--- config.mk ---
export PLATFORM = sky130hd
export DESIGN_NAME = ordered_array_insert_remove_search_top
export DESIGN_NICKNAME = d
export VERILOG_FILES = /design/src/rtl/oais_pkg.sv /design/src/rtl/oais_cell.sv /design/src/rtl/ordered_array_insert_remove_search_top.sv
export SDC_FILE = /design/constraint.sdc
export NUM_CORES = 2
export LEC_CHECK = 0
export BUFFER_PORTS_ARGS = -buffer_cell sky130_fd_sc_hd__buf_2
export CAP_MARGIN = 20
export CORE_AREA = 2 2 291 293
export DETAILED_ROUTE_END_ITERATION = 8
export DIE_AREA = 0 0 293 295
export PLACE_DENSITY = 0.77
export SKIP_LAST_GASP = 1
export SLEW_MARGIN = 40
export SYNTH_ARGS = -nofsm -noshare
export SYNTH_HDL_FRONTEND = slang
export SYNTH_SLANG_ARGS = --single-unit
--- constraint.sdc ---
create_clock -name clk_i -period 7.71 [get_ports clk_i]
set_input_delay 0.771 -clock clk_i [delete_from_list [all_inputs] [get_ports clk_i]]
set_output_delay 0.771 -clock clk_i [all_outputs]
set_load 0.005 [all_outputs]
--- src/rtl/oais_pkg.sv ---
package oais_pkg;

  localparam int CAPACITY  = 16;
  localparam int WORD_BITS = 32;

  // widths of the port fields
  localparam int POS_W  = 5;
  localparam int ELEM_W = 32;
  localparam int FIDX_W = 4;

  // internal widths that follow from the capacity
  localparam int CNT_W = $clog2(CAPACITY + 1);
  localparam int IDX_W = $clog2(CAPACITY);
  localparam int PW    = (CNT_W > POS_W) ? CNT_W : POS_W;

  typedef logic signed [WORD_BITS-1:0] word_t;
  typedef logic signed [ELEM_W-1:0]    elem_t;

  typedef enum logic [2:0] {
    KIND_INSERT    = 3'd0,
    KIND_REM_FRONT = 3'd1,
    KIND_REM_AT    = 3'd2,
    KIND_SEARCH    = 3'd3,
    KIND_READ      = 3'd4,
    KIND_CREATE    = 3'd5
  } kind_e;

  typedef enum logic [2:0] {
    ST_OK    = 3'd0,
    ST_RANGE = 3'd1,
    ST_EMPTY = 3'd2,
    ST_MISS  = 3'd3,
    ST_FULL  = 3'd4
  } status_e;

  typedef enum logic [1:0] {
    OP_HOLD,
    OP_INSERT,
    OP_REMOVE,
    OP_CLEAR
  } cell_op_e;

  typedef enum logic [1:0] {
    S_IDLE,
    S_EXEC,
    S_RESP
  } state_e;

  // broadcast to every cell of the chain
  typedef struct packed {
    cell_op_e         op;
    logic [CNT_W-1:0] pos;
    logic [CNT_W-1:0] count;
    word_t            value;
  } cell_cmd_t;

  typedef struct packed {
    logic [2:0]       kind;
    elem_t            value;
    logic [POS_W-1:0] position;
  } in_t;

  typedef struct packed {
    logic [2:0]        status;
    elem_t             element;
    logic [FIDX_W-1:0] found_index;
    logic [POS_W-1:0]  count;
  } out_t;

  // input value kept in WORD_BITS bits
  function automatic word_t to_word(input elem_t v);
    return word_t'(v);
  endfunction

  // stored word sign-extended (or cut) to the port width
  function automatic elem_t widen(input word_t w);
    return elem_t'(w);
  endfunction

endpackage

--- src/rtl/oais_cell.sv ---
module oais_cell (
  input  logic                       clk_i,
  input  logic [oais_pkg::CNT_W-1:0] idx_i,
  input  oais_pkg::cell_cmd_t        cmd_i,
  input  oais_pkg::word_t            lower_i,
  input  oais_pkg::word_t            upper_i,
  output oais_pkg::word_t            entry_o,
  output logic                       match_o
);
  import oais_pkg::*;

  word_t entry_q, entry_d;

  always_comb begin
    entry_d = entry_q;
    unique case (cmd_i.op)
      OP_INSERT: begin
        if (idx_i == cmd_i.pos) begin
          entry_d = cmd_i.value;
        end else if (idx_i > cmd_i.pos && idx_i <= cmd_i.count) begin
          entry_d = lower_i;
        end
      end
      OP_REMOVE: begin
        // tail moves down one place; last used slot keeps its stale word
        if (idx_i >= cmd_i.pos && (CNT_W'(idx_i + 1'b1) < cmd_i.count)) begin
          entry_d = upper_i;
        end
      end
      OP_CLEAR: begin
        if (idx_i < cmd_i.pos) begin
          entry_d = '0;
        end
      end
      OP_HOLD: begin
        entry_d = entry_q;
      end
      default: begin
        entry_d = entry_q;
      end
    endcase
  end

  always_ff @(posedge clk_i) begin
    entry_q <= entry_d;
  end

  assign entry_o = entry_q;
  assign match_o = (entry_q == cmd_i.value) && (idx_i < cmd_i.count);

endmodule

--- src/rtl/ordered_array_insert_remove_search_top.sv ---
// Positional list of up to CAPACITY signed words held in a chain of cells,
// one entry per cell. A request is taken when start_i is high and busy_o is
// low; busy_o is high for one cycle while the chain shifts, clears or
// compares all entries at once, and the result appears on rsp_o with
// valid_o high in the following cycle. A new request may be issued in the
// cycle the result is shown, but none is taken while busy_o is high. The
// result is strobed for a single cycle and must be captured then; there is
// no way to hold it.
module ordered_array_insert_remove_search_top (
  input  logic           clk_i,
  input  logic           rst_ni,
  input  logic           start_i,
  input  oais_pkg::in_t  req_i,
  output logic           busy_o,
  output logic           valid_o,
  output oais_pkg::out_t rsp_o
);
  import oais_pkg::*;

  typedef struct packed {
    status_e          status;
    elem_t            elem;
    logic             search;
    logic [CNT_W-1:0] count;
  } exec_rsp_t;

  state_e           state_q, state_d;
  in_t              req_q;
  logic [CNT_W-1:0] count_q, count_d;
  exec_rsp_t        rsp_q, rsp_d;
  logic [CAPACITY-1:0] match_q, match;

  cell_cmd_t        cmd;
  word_t            ent [CAPACITY];
  word_t            req_word;
  logic [PW-1:0]    pos_ext, cnt_ext;
  logic [IDX_W-1:0] rd_idx;
  logic             accept;

  assign accept   = start_i && !busy_o;
  assign req_word = to_word(req_q.value);
  assign pos_ext  = PW'(req_q.position);
  assign cnt_ext  = PW'(count_q);

  // cell chain
  for (genvar i = 0; i < CAPACITY; i++) begin : g_cell
    word_t lower, upper;
    if (i == 0) begin : g_first
      assign lower = cmd.value;
    end else begin : g_mid_lo
      assign lower = ent[i-1];
    end
    if (i == CAPACITY - 1) begin : g_last
      assign upper = '0;
    end else begin : g_mid_hi
      assign upper = ent[i+1];
    end
    oais_cell u_cell (
      .clk_i   (clk_i),
      .idx_i   (CNT_W'(i)),
      .cmd_i   (cmd),
      .lower_i (lower),
      .upper_i (upper),
      .entry_o (ent[i]),
      .match_o (match[i])
    );
  end

  // state machine
  always_comb begin
    state_d = state_q;
    unique case (state_q)
      S_IDLE:  state_d = start_i ? S_EXEC : S_IDLE;
      S_EXEC:  state_d = S_RESP;
      S_RESP:  state_d = start_i ? S_EXEC : S_IDLE;
      default: state_d = S_IDLE;
    endcase
  end

  assign busy_o  = (state_q == S_EXEC);
  assign valid_o = (state_q == S_RESP);

  // request decode during the execute cycle
  always_comb begin
    cmd.op      = OP_HOLD;
    cmd.pos     = CNT_W'(pos_ext);
    cmd.count   = count_q;
    cmd.value   = req_word;
    rd_idx      = IDX_W'(pos_ext);
    count_d     = count_q;
    rsp_d.status = ST_OK;
    rsp_d.elem   = '0;
    rsp_d.search = 1'b0;
    if (state_q == S_EXEC) begin
      unique case (req_q.kind)
        KIND_INSERT: begin
          if (pos_ext > cnt_ext) begin
            rsp_d.status = ST_RANGE;
          end else if (cnt_ext >= PW'(CAPACITY)) begin
            rsp_d.status = ST_FULL;
          end else begin
            cmd.op  = OP_INSERT;
            count_d = count_q + 1'b1;
          end
        end
        KIND_REM_FRONT: begin
          if (count_q == '0) begin
            rsp_d.status = ST_EMPTY;
          end else begin
            rd_idx     = '0;
            cmd.op     = OP_REMOVE;
            cmd.pos    = '0;
            rsp_d.elem = widen(ent[rd_idx]);
            count_d    = count_q - 1'b1;
          end
        end
        KIND_REM_AT: begin
          if (pos_ext >= cnt_ext) begin
            rsp_d.status = ST_RANGE;
          end else begin
            cmd.op     = OP_REMOVE;
            rsp_d.elem = widen(ent[rd_idx]);
            count_d    = count_q - 1'b1;
          end
        end
        KIND_SEARCH: begin
          // a hit returns the searched word itself
          rsp_d.search = 1'b1;
          rsp_d.elem   = widen(req_word);
        end
        KIND_READ: begin
          if (pos_ext >= cnt_ext) begin
            rsp_d.status = ST_RANGE;
          end else begin
            rsp_d.elem = widen(ent[rd_idx]);
          end
        end
        KIND_CREATE: begin
          if (pos_ext > PW'(CAPACITY)) begin
            rsp_d.status = ST_RANGE;
          end else begin
            cmd.op  = OP_CLEAR;
            count_d = CNT_W'(pos_ext);
          end
        end
        default: begin
          rsp_d.status = ST_OK;
        end
      endcase
    end
    rsp_d.count = count_d;
  end

  always_ff @(posedge clk_i or negedge rst_ni) begin
    if (!rst_ni) begin
      state_q <= S_IDLE;
      count_q <= '0;
    end else begin
      state_q <= state_d;
      if (state_q == S_EXEC) begin
        count_q <= count_d;
      end
    end
  end

  always_ff @(posedge clk_i) begin
    if (accept) begin
      req_q <= req_i;
    end
    if (state_q == S_EXEC) begin
      rsp_q   <= rsp_d;
      match_q <= match;
    end
  end

  // first match: isolate the lowest set bit, then encode it
  logic [CAPACITY-1:0] first;
  logic [IDX_W-1:0]    hit_idx;
  logic                any_hit;

  assign first   = match_q & (~match_q + 1'b1);
  assign any_hit = |match_q;

  always_comb begin
    hit_idx = '0;
    for (int b = 0; b < IDX_W; b++) begin
      for (int i = 0; i < CAPACITY; i++) begin
        if (((i >> b) & 1) == 1) begin
          hit_idx[b] = hit_idx[b] | first[i];
        end
      end
    end
  end

  always_comb begin
    rsp_o.status      = rsp_q.status;
    rsp_o.element     = rsp_q.elem;
    rsp_o.found_index = '0;
    rsp_o.count       = POS_W'(rsp_q.count);
    if (rsp_q.search) begin
      if (any_hit) begin
        rsp_o.status      = ST_OK;
        rsp_o.found_index = FIDX_W'(hit_idx);
      end else begin
        rsp_o.status  = ST_MISS;
        rsp_o.element = '0;
      end
    end
  end

  a_exec_then_resp: assert property (@(posedge clk_i) disable iff (!rst_ni)
    busy_o |=> valid_o)
    else $error("execute cycle not followed by result");

  a_accept_exec: assert property (@(posedge clk_i) disable iff (!rst_ni)
    (start_i && !busy_o) |=> busy_o)
    else $error("accepted transaction did not enter execute");

  a_count_only_exec: assert property (@(posedge clk_i) disable iff (!rst_ni)
    !$stable(count_q) |-> $past(busy_o))
    else $error("count changed outside execute cycle");

  a_count_bound: assert property (@(posedge clk_i) disable iff (!rst_ni)
    count_q <= CNT_W'(CAPACITY))
    else $error("count above capacity");

  a_hit_onehot: assert property (@(posedge clk_i) disable iff (!rst_ni)
    valid_o |-> $onehot0(first))
    else $error("first-match vector not one-hot");

endmodule
# --- Word-level counts from Yosys, hierarchy flattened ---
# Cells that the tools add are included.
word_totals:
  ff_bits: 616
  input_bits: 43
  out_inout_bits: 46
  wordCells: 423
classes:
  add_sub_neg: 3
  order_cmp: 86
  n_eq_ne: 89
  n_mux: 113
  bitwise_logic: 32
  reduce_logical: 74
op_table:
  columns: ["operator", "n"]
  rows:
  - ["32-bit two-way mux", 69]
  - ["32-bit case mux with 3 select lines", 17]
  - ["32-bit equality test", 16]
  - ["32-bit binary-select mux with 4-bit select", 1]
  - ["4-bit by 5-bit less-than comparator with 1-bit output, first input constant", 16]
  - ["2-bit by 1-bit inequality test with 1-bit output, second input constant", 32]
  - ["4-bit AND reduction", 16]
  - ["1-bit logical AND", 49]
  - ["3-bit by 1-bit inequality test with 1-bit output, second input constant", 16]
  - ["4-bit by 5-bit equality test with 1-bit output, first input constant", 8]
  - ["4-bit by 5-bit >= comparator with 1-bit output, first input constant", 8]
  - ["4-bit by 5-bit > comparator with 1-bit output, first input constant", 8]
  - ["4-bit by 5-bit <= comparator with 1-bit output, first input constant", 8]
  - ["3-bit by 5-bit less-than comparator with 1-bit output, first input constant", 8]
  - ["39-bit two-way mux", 1]
  - ["5-bit two-way mux", 6]
  - ["1-bit bitwise OR", 28]
  - ["3-bit by 5-bit equality test with 1-bit output, first input constant", 4]
  - ["3-bit by 5-bit >= comparator with 1-bit output, first input constant", 4]
  - ["3-bit by 5-bit > comparator with 1-bit output, first input constant", 4]
  - ["3-bit by 5-bit <= comparator with 1-bit output, first input constant", 4]
  - ["1-bit by 5-bit less-than comparator with 1-bit output, first input constant", 4]
  - ["2-bit by 5-bit less-than comparator with 1-bit output, first input constant", 4]
  - ["5-bit case mux with 4 select lines", 1]
  - ["other kinds (39)", 65]

# --- Longest topological paths before layout ---
depth:
  word_depth: 12
  ltp_mapped: 13
  depth_no_buf: 8

# --- Hierarchy ---
# A second synthesis with hierarchy kept.
unflattened:
  cells_unflattened: 4503
  area_unflattened_um2: 47949.7
modules_own_cells:
  columns: ["mod", "n_inst", "cells_per_inst", "area_each_um2", "seq_area_each_um2"]
  rows:
  - ["oais_cell at g_cell[0].u_cell ...", 12, 242, 2443.6, 960.9]
  - ["oais_cell at g_cell[6].u_cell ...", 4, 245, 2456.1, 960.9]
  - ["ordered_array_insert_remove_search_top", 1, 619, 8802.2, 3088.0]

# --- Worst setup path before layout ---
# OpenSTA, ideal clock, no wires.
synth_timing:
  path_kind: "reg2reg"
  start: "register count_q[2], in the netlist cnt_ext[2]"
  end: "register g_cell[5].u_cell.entry_q[0], enable pin"
  setup_ns: 0.522
  t_arrival_ns: 5.861
  path_slack_ns: 1.326
  path_stages_with_launch: 12
  synth_period_minus_slack_ns: 6.384
  cell_sequence: "dfrtp_1 buf_2 clkinv_1 ha_1 a21oi_1 o221a_2 clkbuf_1 a21oi_2 a21oi_2 buf_2 nor2_2 a2111oi_1"
synth_between:
  elab_chain_cells: 8
  word_cells_on_any_way: 28
  cone_classes: "8 x order compare; 7 x eq/ne; 7 x mux; 1 x bitwise; 5 x reduce/logical"
synth_rtl:
  columns: ["element", "line_no", "source"]
  rows:
  - ["from (decl)", "ordered_array_insert_remove_search_top.sv:29", "logic [CNT_W-1:0] count_q, count_d;"]
  - ["from (signal assigned)", "ordered_array_insert_remove_search_top.sv:161", "count_q <= count_d;"]
  - ["5-bit >= comparator or 5-bit zero test (tied branches)", "ordered_array_insert_remove_search_top.sv:99, ordered_array_insert_remove_search_top.sv:107", null]
  - ["1-bit two-way mux or 7-bit two-way mux (tied branches)", "ordered_array_insert_remove_search_top.sv:99, ordered_array_insert_remove_search_top.sv:107", null]
  - ["2-bit two-way mux or 5-bit two-way mux (tied branches)", "ordered_array_insert_remove_search_top.sv:97, ordered_array_insert_remove_search_top.sv:95", null]
  - ["2-bit case mux with 4 select lines or 7-bit two-way mux (tied branches)", "ordered_array_insert_remove_search_top.sv:95, ordered_array_insert_remove_search_top.sv:94", null]
  - ["7-bit two-way mux, or another cell as far along", "ordered_array_insert_remove_search_top.sv:94", "if (state_q == S_EXEC) begin"]
  - ["2-bit by 1-bit equality test with 1-bit output, or another cell as far along", "oais_cell.sv:16", "unique case (cmd_i.op)"]
  - ["3-bit by 1-bit inequality test with 1-bit output (no source line), or another cell as far along", null, null]
  - ["4-bit AND reduction (no source line) (*)", null, null]
  - ["to (signal assigned)", "oais_cell.sv:45", "entry_q <= entry_d;"]
  - ["to (decl)", "oais_cell.sv:12", "word_t entry_q, entry_d;"]
# Mark *: on every way between the ends. The rest lies on a longest branch, timed or not.
# A chain may end at the register's enable or synchronous reset.

# --- Worst setup path in the final report ---
layout_timing:
  start: "register count_q[2], in the netlist cnt_ext[2]"
  end: "register g_cell[5].u_cell.entry_q[18], enable pin"
# The elaborated chain is that of the path after synthesis.

==> metrics.txt <==
layout cell share with drive strength beyond 1 0.141; antenna violations before repair 8; Via Count 33543; Syn-to-layout area delta 8.47%; max_slew headroom 0.347; Cells after DPL 4671; Worst Hold Class input pin to flip-flop; final hold violation count 0; vias per inst 6.99; Seq. cell area 0.0185 mm²; Crit path depth 10; CP Data Arrival Time 5800 ps; antenna viol nets, final 0; DRC Markers 0; CTS Sinks 616; Pre-Repair DR Iteration Count 9; WS Path Type flip-flop to flip-flop; Worst R2R Path Depth 10; Final Skew 29.9 ps; Setup Viol. Count Final 0; crit-path max FO 74; CTS H-tree depth 3; Primary FF master, synth edfxtp_1; 1st-iter DRT viols 6364; GR Util All Layers 0.345; CTS clk-pin slew, worst paths 60 ps; hold buffer count at CTS 1; kind of start point of the critical path flip-flop; postcts setup bufs 0; area of the mapped netlist 0.0415 mm²; global-route wire length before repair 219000 µm; P_leak 16.4 nW; Clock Path Buffers 3; post-synth top area share 0.441; initial cell density of the core 0.499; Pwr Density 191 mW/mm²; number of synthesized flops with an enable pin 609; WL per Instance 31.8 µm; asr flop ratio synth 0.0114; largest net degree at the start of global routing 154; reg2reg start cnt_ext[2]; status complete, no violations; minimum clock period 5540 ps; crit-path most repeated cell buf_4; clock latency at the later pin of the worst-skew pair 640 ps; Slew @ Worst Pin 970 ps; count leader, synth edfxtp_1; Worst Path Required 7980 ps; total wire length 153000 µm; multi-input logic area 0.0214 mm²; Row Count 106; Final Wtd Congestion 1.02; reg2reg end g_cell[5].u_cell.entry_o[18]; crit path launch cnt_ext[2]; slowest cell on the critical path o221a_2; reg2reg setup slack 2170 ps; count of different cell masters after synthesis 86; worst vdd ir 0.000156 V; Die Span X 293 µm; post-CTS resize count 0; Die ar. 0.0864 mm²; FILL cells 6969; number of global-route vias before repair 30703; sequential area share after synthesis 0.445; Core ar. 0.0832 mm²; TritonCTS clock tree yes; CP peak stage delay 820 ps; Seq cells post-synth 616; fin nets 3719; Yosys Warn Count 0; top post-synthesis cells by area edfxtp_1 44%, mux2i_1 11%, mux4_2 8.7%; period utilization 0.718; post-synth net total 3833; CP Cell Sequence clkinv_1, ha_1, a21oi_1, o221a_2, a21oi_2, a21oi_4, buf_4, nor2_2, a2111oi_2, buf_4; worst setup path endpoint g_cell[5].u_cell.entry_o[18]; PortBufs 88; cell taking the most area after synthesis edfxtp_1; Final Non-Filler Cells 4802; maximum clock rate 181 MHz; cts bufs inserted 70; maxcap violations 0; Post-synth top cells 609 x edfxtp_1, 582 x nand2_1, 449 x mux2i_1, 389 x o21ai_0, 341 x xor2_1; Final Max Tran Viols 0; CTS Root Cell clkbuf_16; io pins 89; Syn Area/Cell 11.0 µm²; nature of the critical path endpoint flip-flop; Die H 295 µm; setup tns final 0 ps; post-detail-place hpwl 105000 µm; Syn Inst Count 3780; sum of buffers and inverters on the critical path 3; GR Overflow Total 0; crit-path leading delay family compound AO/OA/AOI/OAI gates; RSZ-0062 raised after global routing false
==> report_power, final <==
group | switching, W | internal (W) | total (W)
combinational | 0.000887 | 0.000437 | 0.00132
clock | 0.00148 | 0.00192 | 0.00339
sequential | 0.000108 | 0.00377 | 0.00388
total | 0.00247 | 0.00612 | 0.00860
==> kinds of logic (layout without fill, tap and decap cells) <==
kind of cell,count (synthesis),after routing,share of synthesized area
AND/OR/NAND/NOR,953,953,0.107
AO/OA/AOI/OAI,695,695,0.0949
flip-flops,616,616,0.445
multiplexers,610,610,0.196
XOR/XNOR,512,512,0.108
buffers and inverters,384,323,0.0456
adder cells (fa/ha/maj),10,10,0.00302
other,0,3,0
==> state kept, by name (all words and copies together), names as in the netlist <==
signal                 flops
state_q                    2
rsp_o                      5
cnt_ext                    5
rsp_q                     36
pos_ext                    5
g_cell.u_cell.entry_o    512
match_q                   16
g_cell.lower              32
req_q                      3
==> how the worst min path moves through the flow <==
| stage | start | end | depth (start not counted) |
|---|---|---|---|
| after floorplan | state_q[0] | state_q[0] | 1 |
| after global placement | state_q[0] | state_q[0] | 1 |
| after detailed placement | state_q[0] | state_q[0] | 1 |
| after CTS | req_i[8] | g_cell[0].lower[3] | 1 |
| after global routing | req_i[15] | g_cell[0].lower[10] | 1 |
| final | req_i[8] | g_cell[0].lower[3] | 1 |
==> stage by stage <==
step / hold slack (ps) / setup slack [ps] / power [W] / utilization / instance area [µm²]
3_3_place_gp: 449 / 2300 / 0.00517 / 0.509 / 42300
4_1_cts: 283 / 2340 / 0.00853 / 0.540 / 44900
3_5_place_dp: 460 / 2360 / 0.00519 / 0.512 / 42600
5_1_grt: 297 / 2030 / 0.00875 / 0.541 / 45000
6_report: 304 / 2170 / 0.00860 / 0.541 / 45000
2_1_floorplan: 426 / 1330 / 0.00473 / - / 41500
==> per-layer routing <==
layer / track usage / share of wire
met1: 0.465 / 0.35
met2: 0.489 / 0.41
met3: 0.122 / 0.16
met4: 0.182 / 0.066
met5: 0 / 0.00046
==> cell type report <==
class                           count  area share
Clock buffer                       81      0.0399
Tap cell                         1080      0.0301
Sequential cell                   616       0.411
Timing Repair Buffer              184      0.0320
Clock inverter                     44      0.0100
Inverter                           14     0.00117
Antenna cell                        3    0.000167
Multi-Input combinational cell   2780       0.476
==> worst reg2reg max path: stages (launching register included) <==
cell,delay [ps]
dfrtp_1,720
clkinv_1,450
ha_1,430
a21oi_1,290
o221a_2,820
a21oi_2,340
a21oi_4,190
buf_4,670
nor2_2,360
a2111oi_2,310
buf_4,550
==> cells in the final DEF, fill, tap and decap left out, types with 15 or more instances in the layout <==
master and instances:
a21oi_1 73, a22o_1 33, a22oi_1 33, buf_2 88, buf_4 74, clkbuf_16 70, clkinv_1 17, edfxtp_1 609
mux2i_1 449, mux4_2 160, nand2_1 582, nand3_1 54, nand4_1 57, nor2_1 36, nor2b_1 40, nor3_1 15
nor4_1 97, o21ai_0 388, o21ai_1 87, o21ai_2 16, xnor2_1 171, xor2_1 341
(Power assumes the default switching activity.)
